## config.mk

```make
export PLATFORM = sky130hd
export DESIGN_NAME = mio_ctrl
export DESIGN_NICKNAME = d
export VERILOG_FILES = /design/src/sv/mio_pkg.sv /design/src/sv/mio_ctrl.sv
export SDC_FILE = /design/constraint.sdc
export NUM_CORES = 1
export LEC_CHECK = 0
export BUFFER_PORTS_ARGS = -buffer_cell sky130_fd_sc_hd__buf_2
export CORE_AREA = 2 2 39 41
export CTS_BUF_LIST = sky130_fd_sc_hd__clkbuf_4 sky130_fd_sc_hd__clkbuf_8
export DETAILED_ROUTE_END_ITERATION = 8
export DIE_AREA = 0 0 41 43
export PLACE_DENSITY = 0.54
export REMOVE_ABC_BUFFERS = 1
export SLEW_MARGIN = 20
export SYNTH_ARGS = -nofsm -noshare
export SYNTH_HDL_FRONTEND = slang
export SYNTH_SLANG_ARGS = --single-unit
```

## constraint.sdc

```tcl
create_clock -name clk_i -period 1.7 [get_ports clk_i]
set_input_delay 0.17 -clock clk_i [delete_from_list [all_inputs] [get_ports clk_i]]
set_output_delay 0.17 -clock clk_i [all_outputs]
set_load 0.01 [all_outputs]
```

## src/sv/mio_pkg.sv

```systemverilog
// Package for the maximum interval overlap block: sizes, word types, state codes.
// No dependencies.
package mio_pkg;

  localparam int unsigned MaxItems  = 1024;
  localparam int unsigned TimeWidth = 32;
  localparam int unsigned AddrWidth = $clog2(MaxItems);
  localparam int unsigned CntWidth  = AddrWidth + 1;
  localparam int unsigned ResWidth  = 11;

  typedef struct packed {
    logic [31:0] arrival_time;
    logic [31:0] leave_time;
    logic        last_item;
  } mio_in_t;

  typedef struct packed {
    logic [ResWidth-1:0] max_present;
    logic                overflow;
  } mio_out_t;

  typedef enum logic [2:0] {
    StIdle,
    StOuterRd,
    StOuterLatch,
    StInner,
    StInnerLast,
    StEval,
    StDone
  } mio_state_e;

  typedef struct packed {
    logic load;
    logic clear;
    logic outer_rd;
    logic outer_latch;
    logic inner_rd;
    logic inner_acc;
    logic eval;
    logic done;
  } mio_cmd_t;

  typedef struct packed {
    logic empty;
    logic outer_end;
    logic inner_end;
  } mio_sts_t;

endpackage

```

## src/sv/mio_ctrl.sv

```systemverilog
// Controller for the overlap block: load, then nested compare sweep.
// Depends on mio_pkg.
module mio_ctrl import mio_pkg::*; (
  input  logic     clk_i,
  input  logic     rst_ni,
  input  logic     start_i,
  input  logic     last_i,
  input  mio_sts_t sts_i,
  output logic     busy_o,
  output mio_cmd_t cmd_o
);

  mio_state_e state_q, state_d;

  always_ff @(posedge clk_i or negedge rst_ni) begin
    if (!rst_ni) begin
      state_q <= StIdle;
    end else begin
      state_q <= state_d;
    end
  end

  always_comb begin
    state_d = state_q;
    case (state_q)
      StIdle: begin
        if (start_i && last_i) begin
          state_d = StOuterRd;
        end
      end
      StOuterRd: begin
        state_d = sts_i.empty ? StDone : StOuterLatch;
      end
      StOuterLatch: state_d = sts_i.inner_end ? StInnerLast : StInner;
      StInner: begin
        if (sts_i.inner_end) begin
          state_d = StInnerLast;
        end
      end
      StInnerLast: state_d = StEval;
      StEval: state_d = sts_i.outer_end ? StDone : StOuterRd;
      StDone: state_d = StIdle;
      default: state_d = StIdle;
    endcase
  end

  always_comb begin
    cmd_o  = '0;
    busy_o = (state_q != StIdle);
    case (state_q)
      StIdle: begin
        cmd_o.load = start_i;
      end
      StOuterRd:    cmd_o.outer_rd = 1'b1;
      StOuterLatch: begin
        cmd_o.outer_latch = 1'b1;
        cmd_o.inner_rd    = 1'b1;
      end
      StInner: begin
        cmd_o.inner_rd  = 1'b1;
        cmd_o.inner_acc = 1'b1;
      end
      StInnerLast:  cmd_o.inner_acc = 1'b1;
      StEval:       cmd_o.eval = 1'b1;
      StDone: begin
        cmd_o.done  = 1'b1;
        cmd_o.clear = 1'b1;
      end
      default: cmd_o = '0;
    endcase
  end

endmodule

```

==> summary.md, run 1 <==
| Metric | Value |
|---|---|
| Worst setup EP type | output pin |
| Slowest stage delay, CP | between 500 and 600 ps |
| Crit path time final | roughly 1500 ps |
| Area grow syn2layout | 32.19% |
| CP startpoint kind | flip-flop |
| Initial DRC Count | 4 |
| Synth Area per Inst | a little under 9 µm² |
| Top cells by count, synth | 4 x nand2_1, 3 x buf_6, 3 x dfrtp_1, 3 x nand3_1 |
| Max Clock Freq | between 600 and 700 MHz |
| Placed Cells incl. Taps | 60 |
| Skew-Pair Late Insertion Delay | ~230 ps |
| First drt pass iteration count | 2 |
| Clock network fraction of total power | 0.200 |
| CTS tree | done |
| Setup repair after global routing missed its margin | false |
| Final nets | between 50 and 60 |
| Register bit count reported by yosys | 3 |
| DRT Wirelength | 581 µm |
| Worst Path Arrival | ~1300 ps |
| R2R setup slack | approximately 630 ps |
| Worst Clk Skew | slightly below 3 ps |
| Switching Fraction | 0.4418 |
| Die Span Y | around 43 µm |
| Slew headroom | 0.7069 |
| Post-CTS setup buffers | 0 |
| Status | finished, final reports clean |
| Setup CP Type | reg -> out |
| Fin cells | 65 |
| Initial core utilization | 0.2107 |
| CTS Sinks | 3 |
| Sequential Power Share | 0.307 |
| Post-route ant nets | 0 |
| Largest net degree at the start of global routing | 14 |
| Gpl congestion | approximately 0.70 |
| Gate count after technology mapping | 33 |
| Total global routing overflow | 0 |
| Clk buf depth | 2 |
| Crit share post-route | 0.8617 |
| Tightest Pin Transition | 439.7 ps |
| Min-Delay Path Class | in -> reg |
| Total track usage | 0.08359 |
| Total number of vias | ~270 |
| Synth top area share | 0.2575 |
| Row cnt | 14 |
| Clock transition at path regs | around 40 ps |
| Fin. max-slew vios | 0 |
| Ys flop type | dfrtp_1 |
| Critical Path RT | 1530 ps |
| PwrDens | between 1500 and 2000 nW/µm² |
| Setup TNS | 0 ps |
| Die Wd | 41 µm |
| P_sw | about 310 µW |
| Share of flip-flops with an asynchronous set or reset | 1.000 |
| VDD IR max | about 0.45 mV |
| Ys Warns | 0 |
| Layout cells sized above 1 | 0.5102 |
| Average wire per standard cell | ~9 µm |
| CORE AREA | 1384 µm² |
| Vias in the first global route | 229 |
| Int Pwr | between 300 and 400 µW |
| Fin. Hold Viols | 0 |
| Combinational fraction of design power | 0.493 |
| Initial antenna violation count | 0 |
| Post-detail-place hpwl | 430.5 µm |
| Root Driver | clkbuf_4 |
| Leak | slightly below 0.0002 µW |
| Ports | 16 |
| Worst-path maximum fanout | 13 |
| PortBufs | 15 |
| Vias/cell | between 4 and 5 |
| Setup violations, final | 0 |
| Max-Cap Viols | 0 |
| Total CTS buffers | 3 |
| Diodes inserted | 0 |
| Largest cells by area after synthesis | dfrtp_1 26%, buf_6 12%, o311ai_2 5.6% |
| Leading area contributor after synthesis | dfrtp_1 |
| Cells along the critical path | or3_1, buf_2 |
| Most common cell in the netlist | nand2_1 |
| First-pass GRT wire length | ~920 µm |
| Seq/Total Area, Yosys | 0.2575 |
| CP max-delay cell | dfrtp_1 |
| Residual DRC | 0 |
| Largest register by flop count | state_q |
| H-tree levels | 1 |
| EDFF count, synth | 0 |
| Regs by FF count | state_q x3 |
| Mapped Area | approximately 300 µm² |
| Distinct cells, synth | 21 |
| Die area | between 1500 and 2000 µm² |
| Max reg flops | 3 |
-- power groups by stage --
stage	Sequential (µW)	Clock, µW	Combinational (µW)
final	217	142	349
after global routing	232	152	393
after CTS	218	148	355
after detailed placement	219	0	352
after global placement	217	0	355
after floorplan	192	0	251
-- placed cells by master (no fill, tap or decap) --
cell type      count
nand2_1            4
nor2_1             2
or3_1              1
dfrtp_1            3
buf_2             15
nand4b_1           1
and2_1             1
clkbuf_4           4
nor2b_4            1
inv_1              1
dlygate4sd3_1      1
o22ai_1            1
nand2b_1           2
a21oi_1            1
inv_4              1
o311ai_2           1
nor3_1             1
o21ai_2            1
nand3_1            3
nor4b_2            1
and2b_1            2
a21oi_2            1
-- cell type report --
| type | instances | area, µm² |
|---|---|---|
| clock buffers | 4 | 30.03 |
| fillers | 147 | 998.5 |
| inverters | 2 | 10.01 |
| multi-input cells | 24 | 165.2 |
| flip-flops and latches | 3 | 75.07 |
| well taps | 16 | 20.02 |
| repair buffers | 16 | 85.08 |
-- timing repair --
action,CTS,global route
resized for setup,0,0
hold endpoints to repair,3,0
hold buffers,1,0
-- layer usage --
layer	part of all wire	up-vias	routed length [µm]	GRT usage
met5	0	-	0	0
met4	0	0	0	0.08000
met3	0.060	0	35	0.03141
met2	0.50	7	290	0.1000
met1	0.44	122	255	0.1071
li1	-	143	-	-
-- cell families (layout without fill, tap and decap cells) --
group	count (synthesis)	count (layout)	synth area share
compound gates	5	5	0.1545
buf+inv	6	22	0.1760
flops	3	3	0.2575
simple gates	19	19	0.4120
-- path summary, 6_finish.rpt --
kind / to / from / cells after the start
setup / recovery: busy_o / state_q[2] / 2
hold / removal: state_q[2] / sts_i[2] / 3
setup reg to reg: state_q[2] / state_q[2] / 3
hold reg to reg: state_q[2] / state_q[0] / 2
max in group asynchronous: state_q[0] / rst_ni / 2
min in group asynchronous: state_q[2] / rst_ni / 2
-- metrics by stage --
step	setup slack (ps)	hold WS (ps)	util	total power (µW)	instance area (µm²)
after floorplan	610.0	-125.6	-	443.0	250.2
after global placement	487.0	-32.73	0.2495	571.7	345.3
after detailed placement	476.7	-33.82	0.2495	571.6	345.3
after CTS	222.5	171.6	0.2785	721.7	385.4
after global routing	150.4	183.9	0.2785	777.0	385.4
final	235.1	175.1	0.2785	708.1	385.4
-- worst max-delay path, delay by kind of cell (launching register included) --
kind	cells	cell delay [ps]
and+or+nand+nor	1	410
DFF	1	510
buffers and inverters	1	140
No activity file was read; power rests on OpenSTA's default activity.
==> inputs of run 2 (changes only) <==
- CTS_BUF_LIST: sky130_fd_sc_hd__clkbuf_4 sky130_fd_sc_hd__clkbuf_8 -> sky130_fd_sc_hd__clkbuf_16
==> summary.md, run 2 (synthesized netlist as in run 1, its figures left out) <==
| Metric | Value |
|---|---|
| Status | finished, final reports clean |
| Worst Path Arrival | 1280 ps (about the same) |
| Gpl congestion | 0.6983 (unchanged) |
| Tightest Pin Transition | 447.9 ps (+8.212 ps) |
| CTS Sinks | 3 (unchanged) |
| Largest register by flop count | state_q |
| Die Wd | 41 µm (unchanged) |
| Total global routing overflow | 0 (unchanged) |
| Die area | 1763 µm² (unchanged) |
| Final nets | 57 (unchanged) |
| Post-detail-place hpwl | 430.5 µm (unchanged) |
| Post-CTS setup buffers | 0 (unchanged) |
| Total power | 932.5 µW (+32%) |
| Leak | 0.0002197 µW (+12%) |
| Most common cell after layout, fill and taps aside | buf_2 |
| VDD IR max | 0.5998 mV (+35%) |
| R2R setup slack | 630 ps (about the same) |
| Total number of vias | 279 (+2.6%) |
| Skew-Pair Late Insertion Delay | 220 ps (about the same) |
| Post-route ant nets | 0 (unchanged) |
| First-pass GRT wire length | 917 µm (-0.76%) |
| Ports | 16 (unchanged) |
| CP startpoint kind | flip-flop |
| Max-Cap Viols | 0 (unchanged) |
| Hold depth | 3 (unchanged) |
| Vias/cell | 4.292 (+2.6%) |
| CORE AREA | 1384 µm² (unchanged) |
| Initial DRC Count | 3 (-1) |
| Initial core utilization | 0.2107 (unchanged) |
| Fin. max-slew vios | 0 (unchanged) |
| Crit share post-route | 0.8535 (-0.008257) |
| Critical Path RT | 1530 ps (about the same) |
| Clock transition at path regs | 30 ps (about the same) |
| DRT Wirelength | 595 µm (+2.4%) |
| Setup repair after global routing missed its margin | false |
| Die Span Y | 43 µm (unchanged) |
| Setup ws final | 249.1 ps (+14.04 ps) |
| Row cnt | 14 (unchanged) |
| Layout cells sized above 1 | 0.4898 (-0.02041) |
| Fin area | 434.2 µm² (+13%) |
| Diodes inserted | 0 (unchanged) |
| Setup violations, final | 0 (unchanged) |
| Min-Delay Path Class | in -> reg |
| Average wire per standard cell | 9.154 µm (+2.4%) |
| First drt pass iteration count | 2 (unchanged) |
| PwrDens | 2148 nW/µm² (+17%) |
| Largest net degree at the start of global routing | 14 (unchanged) |
| Setup TNS | 0 ps (unchanged) |
| Commonest non-fill, non-tap cells in the layout | 15 x buf_2, 4 x nand2_1, 3 x nand3_1, 3 x clkbuf_16, 3 x dfrtp_1 |
| CTS tree | done |
| Total CTS buffers | 3 (unchanged) |
| Slew headroom | 0.7014 (-0.005475) |
| Residual DRC | 0 (unchanged) |
| Vias in the first global route | 225 (-1.7%) |
| Fin. Hold Viols | 0 (unchanged) |
| Worst slack at placement | 476.7 ps (unchanged) |
| Max reg flops | 3 (unchanged) |
| Regs by FF count | state_q x3 |
| Fin util | 0.3137 (+0.03526) |
| Root Driver | clkbuf_16 |
| Worst Clk Skew | 1.654 ps (-1.298 ps) |
| Area grow syn2layout | 48.93% |
| Initial antenna violation count | 0 (unchanged) |
| Placed inst area | 345.3 µm² (unchanged) |
| Worst-path maximum fanout | 13 (unchanged) |
| Worst R2R Path Depth | 3 (unchanged) |
| PortBufs | 15 (unchanged) |
| Crit path time final | 1451 ps (-14.04 ps) |
| Worst setup EP type | output pin |
| Clk buf depth | 2 (unchanged) |
| Max Clock Freq | 689.2 MHz (+0.97%) |
| Total track usage | 0.08359 (unchanged) |
| H-tree levels | 1 (unchanged) |
| Setup CP Type | reg -> out |
==> run 2: cell types whose count changed in the layout (fill, tap and decap cells not counted) <==
cell       change
clkbuf_16      +3
clkbuf_4       -4
inv_1          +1
==> run 2: layout make-up <==
class / count / area, µm²
Fill cell: 143 / 949.7
Sequential cell: 3 / 75.07
Inverter: 2 / 10.01
Timing Repair Buffer: 16 / 85.08
Clock inverter: 1 / 3.754
Multi-Input combinational cell: 24 / 165.2
Tap cell: 16 / 20.02
Clock buffer: 3 / 75.07
==> run 2: per-layer routing <==
layer,GRT usage,vias to the layer above,wire [µm]
met1,0.1071,126,261
met2,0.1000,9,288
li1,-,144,-
met4,0.06000,0,0
met5,0,-,0
met3,0.04712,0,45
==> run 2: metrics by stage <==
stage	hold slack, ps	cells
floorplan	-125.6	29
global placement	-32.73	60
detailed placement	-33.82	60
CTS	190.2	65
global route	201.6	65
finish	186.7	65
==> run 2: final timing paths <==
check                            from         end
max in group asynchronous      rst_ni  state_q[0]
hold reg to reg            state_q[0]  state_q[2]
setup / recovery           state_q[2]      busy_o
min in group asynchronous      rst_ni  state_q[2]
setup reg to reg           state_q[2]  state_q[2]
hold / removal               sts_i[2]  state_q[2]
==> run 2: worst max-delay path, stage by stage (launching register included) <==
cell and delay, ps:
dfrtp_1 510, or3_1 410, buf_2 140
==> run 2: timing repair <==
item / in CTS / in global routing
hold buffers: 1 / 0
endpoints found under the setup margin: 0 / 0
resized for setup: 0 / 0
endpoints found under the hold margin: 3 / 0
==> run 2: where the power goes <==
group	switching [µW]	total, µW	internal (µW)
clock network	61.7	365	303
registers	114	219	105
logic	162	349	186
total	338	932	595
==> inputs of run 3 (changes only) <==
- CORE_AREA: 2 2 39 41 -> 5 5 42 44
- DIE_AREA: 0 0 41 43 -> 0 0 47 49
==> summary.md, run 3 (synthesized netlist as in run 1, its figures left out) <==
| Metric | Value |
|---|---|
| Initial DRC Count | 1 (-2) |
| Cells along the critical path | or3_1, buf_2 |
| Commonest non-fill, non-tap cells in the layout | 15 x buf_2, 4 x nand2_1, 3 x nand3_1, 3 x clkbuf_16, 3 x dfrtp_1 |
| Post-detail-place hpwl | 506.5 µm (+18%) |
| Crit. Startpoint | state_q[2] |
| Slew headroom | 0.7070 (+0.005553) |
| CTS tree | done |
| CP endpoint | busy_o |
| Worst Clk Skew | 3.034 ps (+1.380 ps) |
| Skew-Pair Late Insertion Delay | 220 ps (about the same) |
| Total number of vias | 278 (-0.36%) |
| CP startpoint kind | flip-flop |
| CP Depth | 2 (unchanged) |
| Worst Path Arrival | 1300 ps (+20 ps) |
| CTS Sinks | 3 (unchanged) |
| Die Wd | 47 µm (+15%) |
| VDD IR max | 0.5036 mV (-16%) |
| Root Driver | clkbuf_16 |
| Largest register by flop count | state_q |
| Status | finished, final reports clean |
| Regs by FF count | state_q x3 |
| Worst setup EP type | output pin |
| Fin. max-slew vios | 0 (unchanged) |
| Final nets | 57 (unchanged) |
| CP max-delay cell | dfrtp_1 |
| Fin. Hold Viols | 0 (unchanged) |
| Hold_buf cts | 1 (unchanged) |
| Clock transition at path regs | 30 ps (about the same) |
| Setup TNS | 0 ps (unchanged) |
| R2R Path End | state_q[2] |
| FF-to-FF Start | state_q[2] |
| Most common cell after layout, fill and taps aside | buf_2 |
| Setup CP Type | reg -> out |
| Worst R2R Path Depth | 3 (unchanged) |
| Fin cells | 65 (unchanged) |
| Die Span Y | 49 µm (+14%) |
| R2R setup slack | 620 ps (about the same) |
| Row cnt | 14 (unchanged) |
| # fillers | 154 (+7.7%) |
| Max reg flops | 3 (unchanged) |
| Largest net degree at the start of global routing | 14 (unchanged) |
| Average wire per standard cell | 11.09 µm (+21%) |
| Total global routing overflow | 0 (unchanged) |
| Min-Delay Path Class | in -> reg |
| Total power | 937.8 µW (+0.57%) |
| Crit path time final | 1466 ps (+14.69 ps) |
| Placed Cells incl. Taps | 60 (unchanged) |
| Gpl congestion | 0.6259 (-10%) |
| Layout cells sized above 1 | 0.4898 (unchanged) |
| PortBufs | 15 (unchanged) |
| Leak | 0.0002197 µW (unchanged) |
| Tightest Pin Transition | 439.6 ps (-8.330 ps) |
| Hold Slack | 187.2 ps (+0.5800 ps) |
| Total track usage | 0.07410 (-0.009485) |
| First drt pass iteration count | 2 (unchanged) |
| Clk buf depth | 2 (unchanged) |
| First-pass GRT wire length | 1.104 mm (+20%) |
| DRT Wirelength | 721 µm (+21%) |
| Diodes inserted | 0 (unchanged) |
| Area grow syn2layout | 48.93% (unchanged) |
| Setup repair after global routing missed its margin | false |
| Initial core utilization | 0.2080 (-0.002633) |
| Ports | 16 (unchanged) |
| Vias/cell | 4.277 (-0.36%) |
| Residual DRC | 0 (unchanged) |
| Post-CTS setup buffers | 0 (unchanged) |
| CTS resizes | 0 (unchanged) |
| Die area | 2303 µm² (+31%) |
| Crit path buf inv count | 1 (unchanged) |
| Post-route ant nets | 0 (unchanged) |
| CORE AREA | 1401 µm² (+1.3%) |
| Crit share post-route | 0.8621 (+0.008641) |
| Initial antenna violation count | 0 (unchanged) |
| Vias in the first global route | 270 (+20%) |
| Setup violations, final | 0 (unchanged) |
| Max-Cap Viols | 0 (unchanged) |
| Critical Path RT | 1530 ps (about the same) |
| H-tree levels | 1 (unchanged) |
| Max Clock Freq | 682.3 MHz (-1.0%) |
| PwrDens | 2160 nW/µm² (+0.57%) |
| Slowest stage delay, CP | 520 ps (about the same) |
| Worst-path maximum fanout | 13 (unchanged) |
| Critical path's top delay family | flip-flops |
| Total CTS buffers | 3 (unchanged) |
-- run 3: cell counts in the layout (fill, tap and decap cells not counted) --
No cell type changed its count.
-- run 3: how the worst min path moves through the flow --
stage               cells after the start  slack (ps)          to  startpoint
floorplan                               0        -130  state_q[0]      rst_ni
global placement                        1         -30  state_q[0]      rst_ni
detailed placement                      1         -30  state_q[0]      rst_ni
CTS                                     3         190  state_q[1]    sts_i[1]
global route                            3         220  state_q[2]    sts_i[2]
finish                                  3         190  state_q[1]    sts_i[1]
-- run 3: worst register-to-register path, delay by kind of cell (launching register included) --
kind,cells,cell delay (ps)
flip-flops,1,580
AND/OR/NAND/NOR,3,370
-- run 3: stage by stage --
stage | worst slack, ps | instance area [µm²] | util
after floorplan | 610.0 | 250.2 | -
after global placement | 486.1 | 345.3 | 0.2464
after detailed placement | 463.6 | 345.3 | 0.2464
after CTS | 228.9 | 434.2 | 0.3098
after global routing | 171.0 | 434.2 | 0.3098
final | 234.4 | 434.2 | 0.3098
-- run 3: cell type report --
| type | instances | area [µm²] | share of cell area |
|---|---|---|---|
| tap | 16 | 20.02 | 0.04611 |
| clock buffer | 3 | 75.07 | 0.1729 |
| clock inverter | 1 | 3.754 | 0.008646 |
| inverter | 2 | 10.01 | 0.02305 |
| sequential | 3 | 75.07 | 0.1729 |
| timing repair buffer | 16 | 85.08 | 0.1960 |
| multi-input combinational | 24 | 165.2 | 0.3804 |
-- run 3: report_power, final --
part           switching, µW  leakage, µW  internal (µW)  total [µW]
Clock                   60.4    0.0000423            303         363
Combinational            170     0.000140            187         357
Sequential               112    0.0000374            105         218
-- run 3: per-layer routing --
| layer | GRT usage | vias up | share of wire |
|---|---|---|---|
| li1 | - | 142 | - |
| met1 | 0.07080 | 121 | 0.38 |
| met2 | 0.1086 | 13 | 0.47 |
| met3 | 0.02583 | 2 | 0.10 |
| met4 | 0.08295 | 0 | 0.037 |
| met5 | 0 | - | 0 |
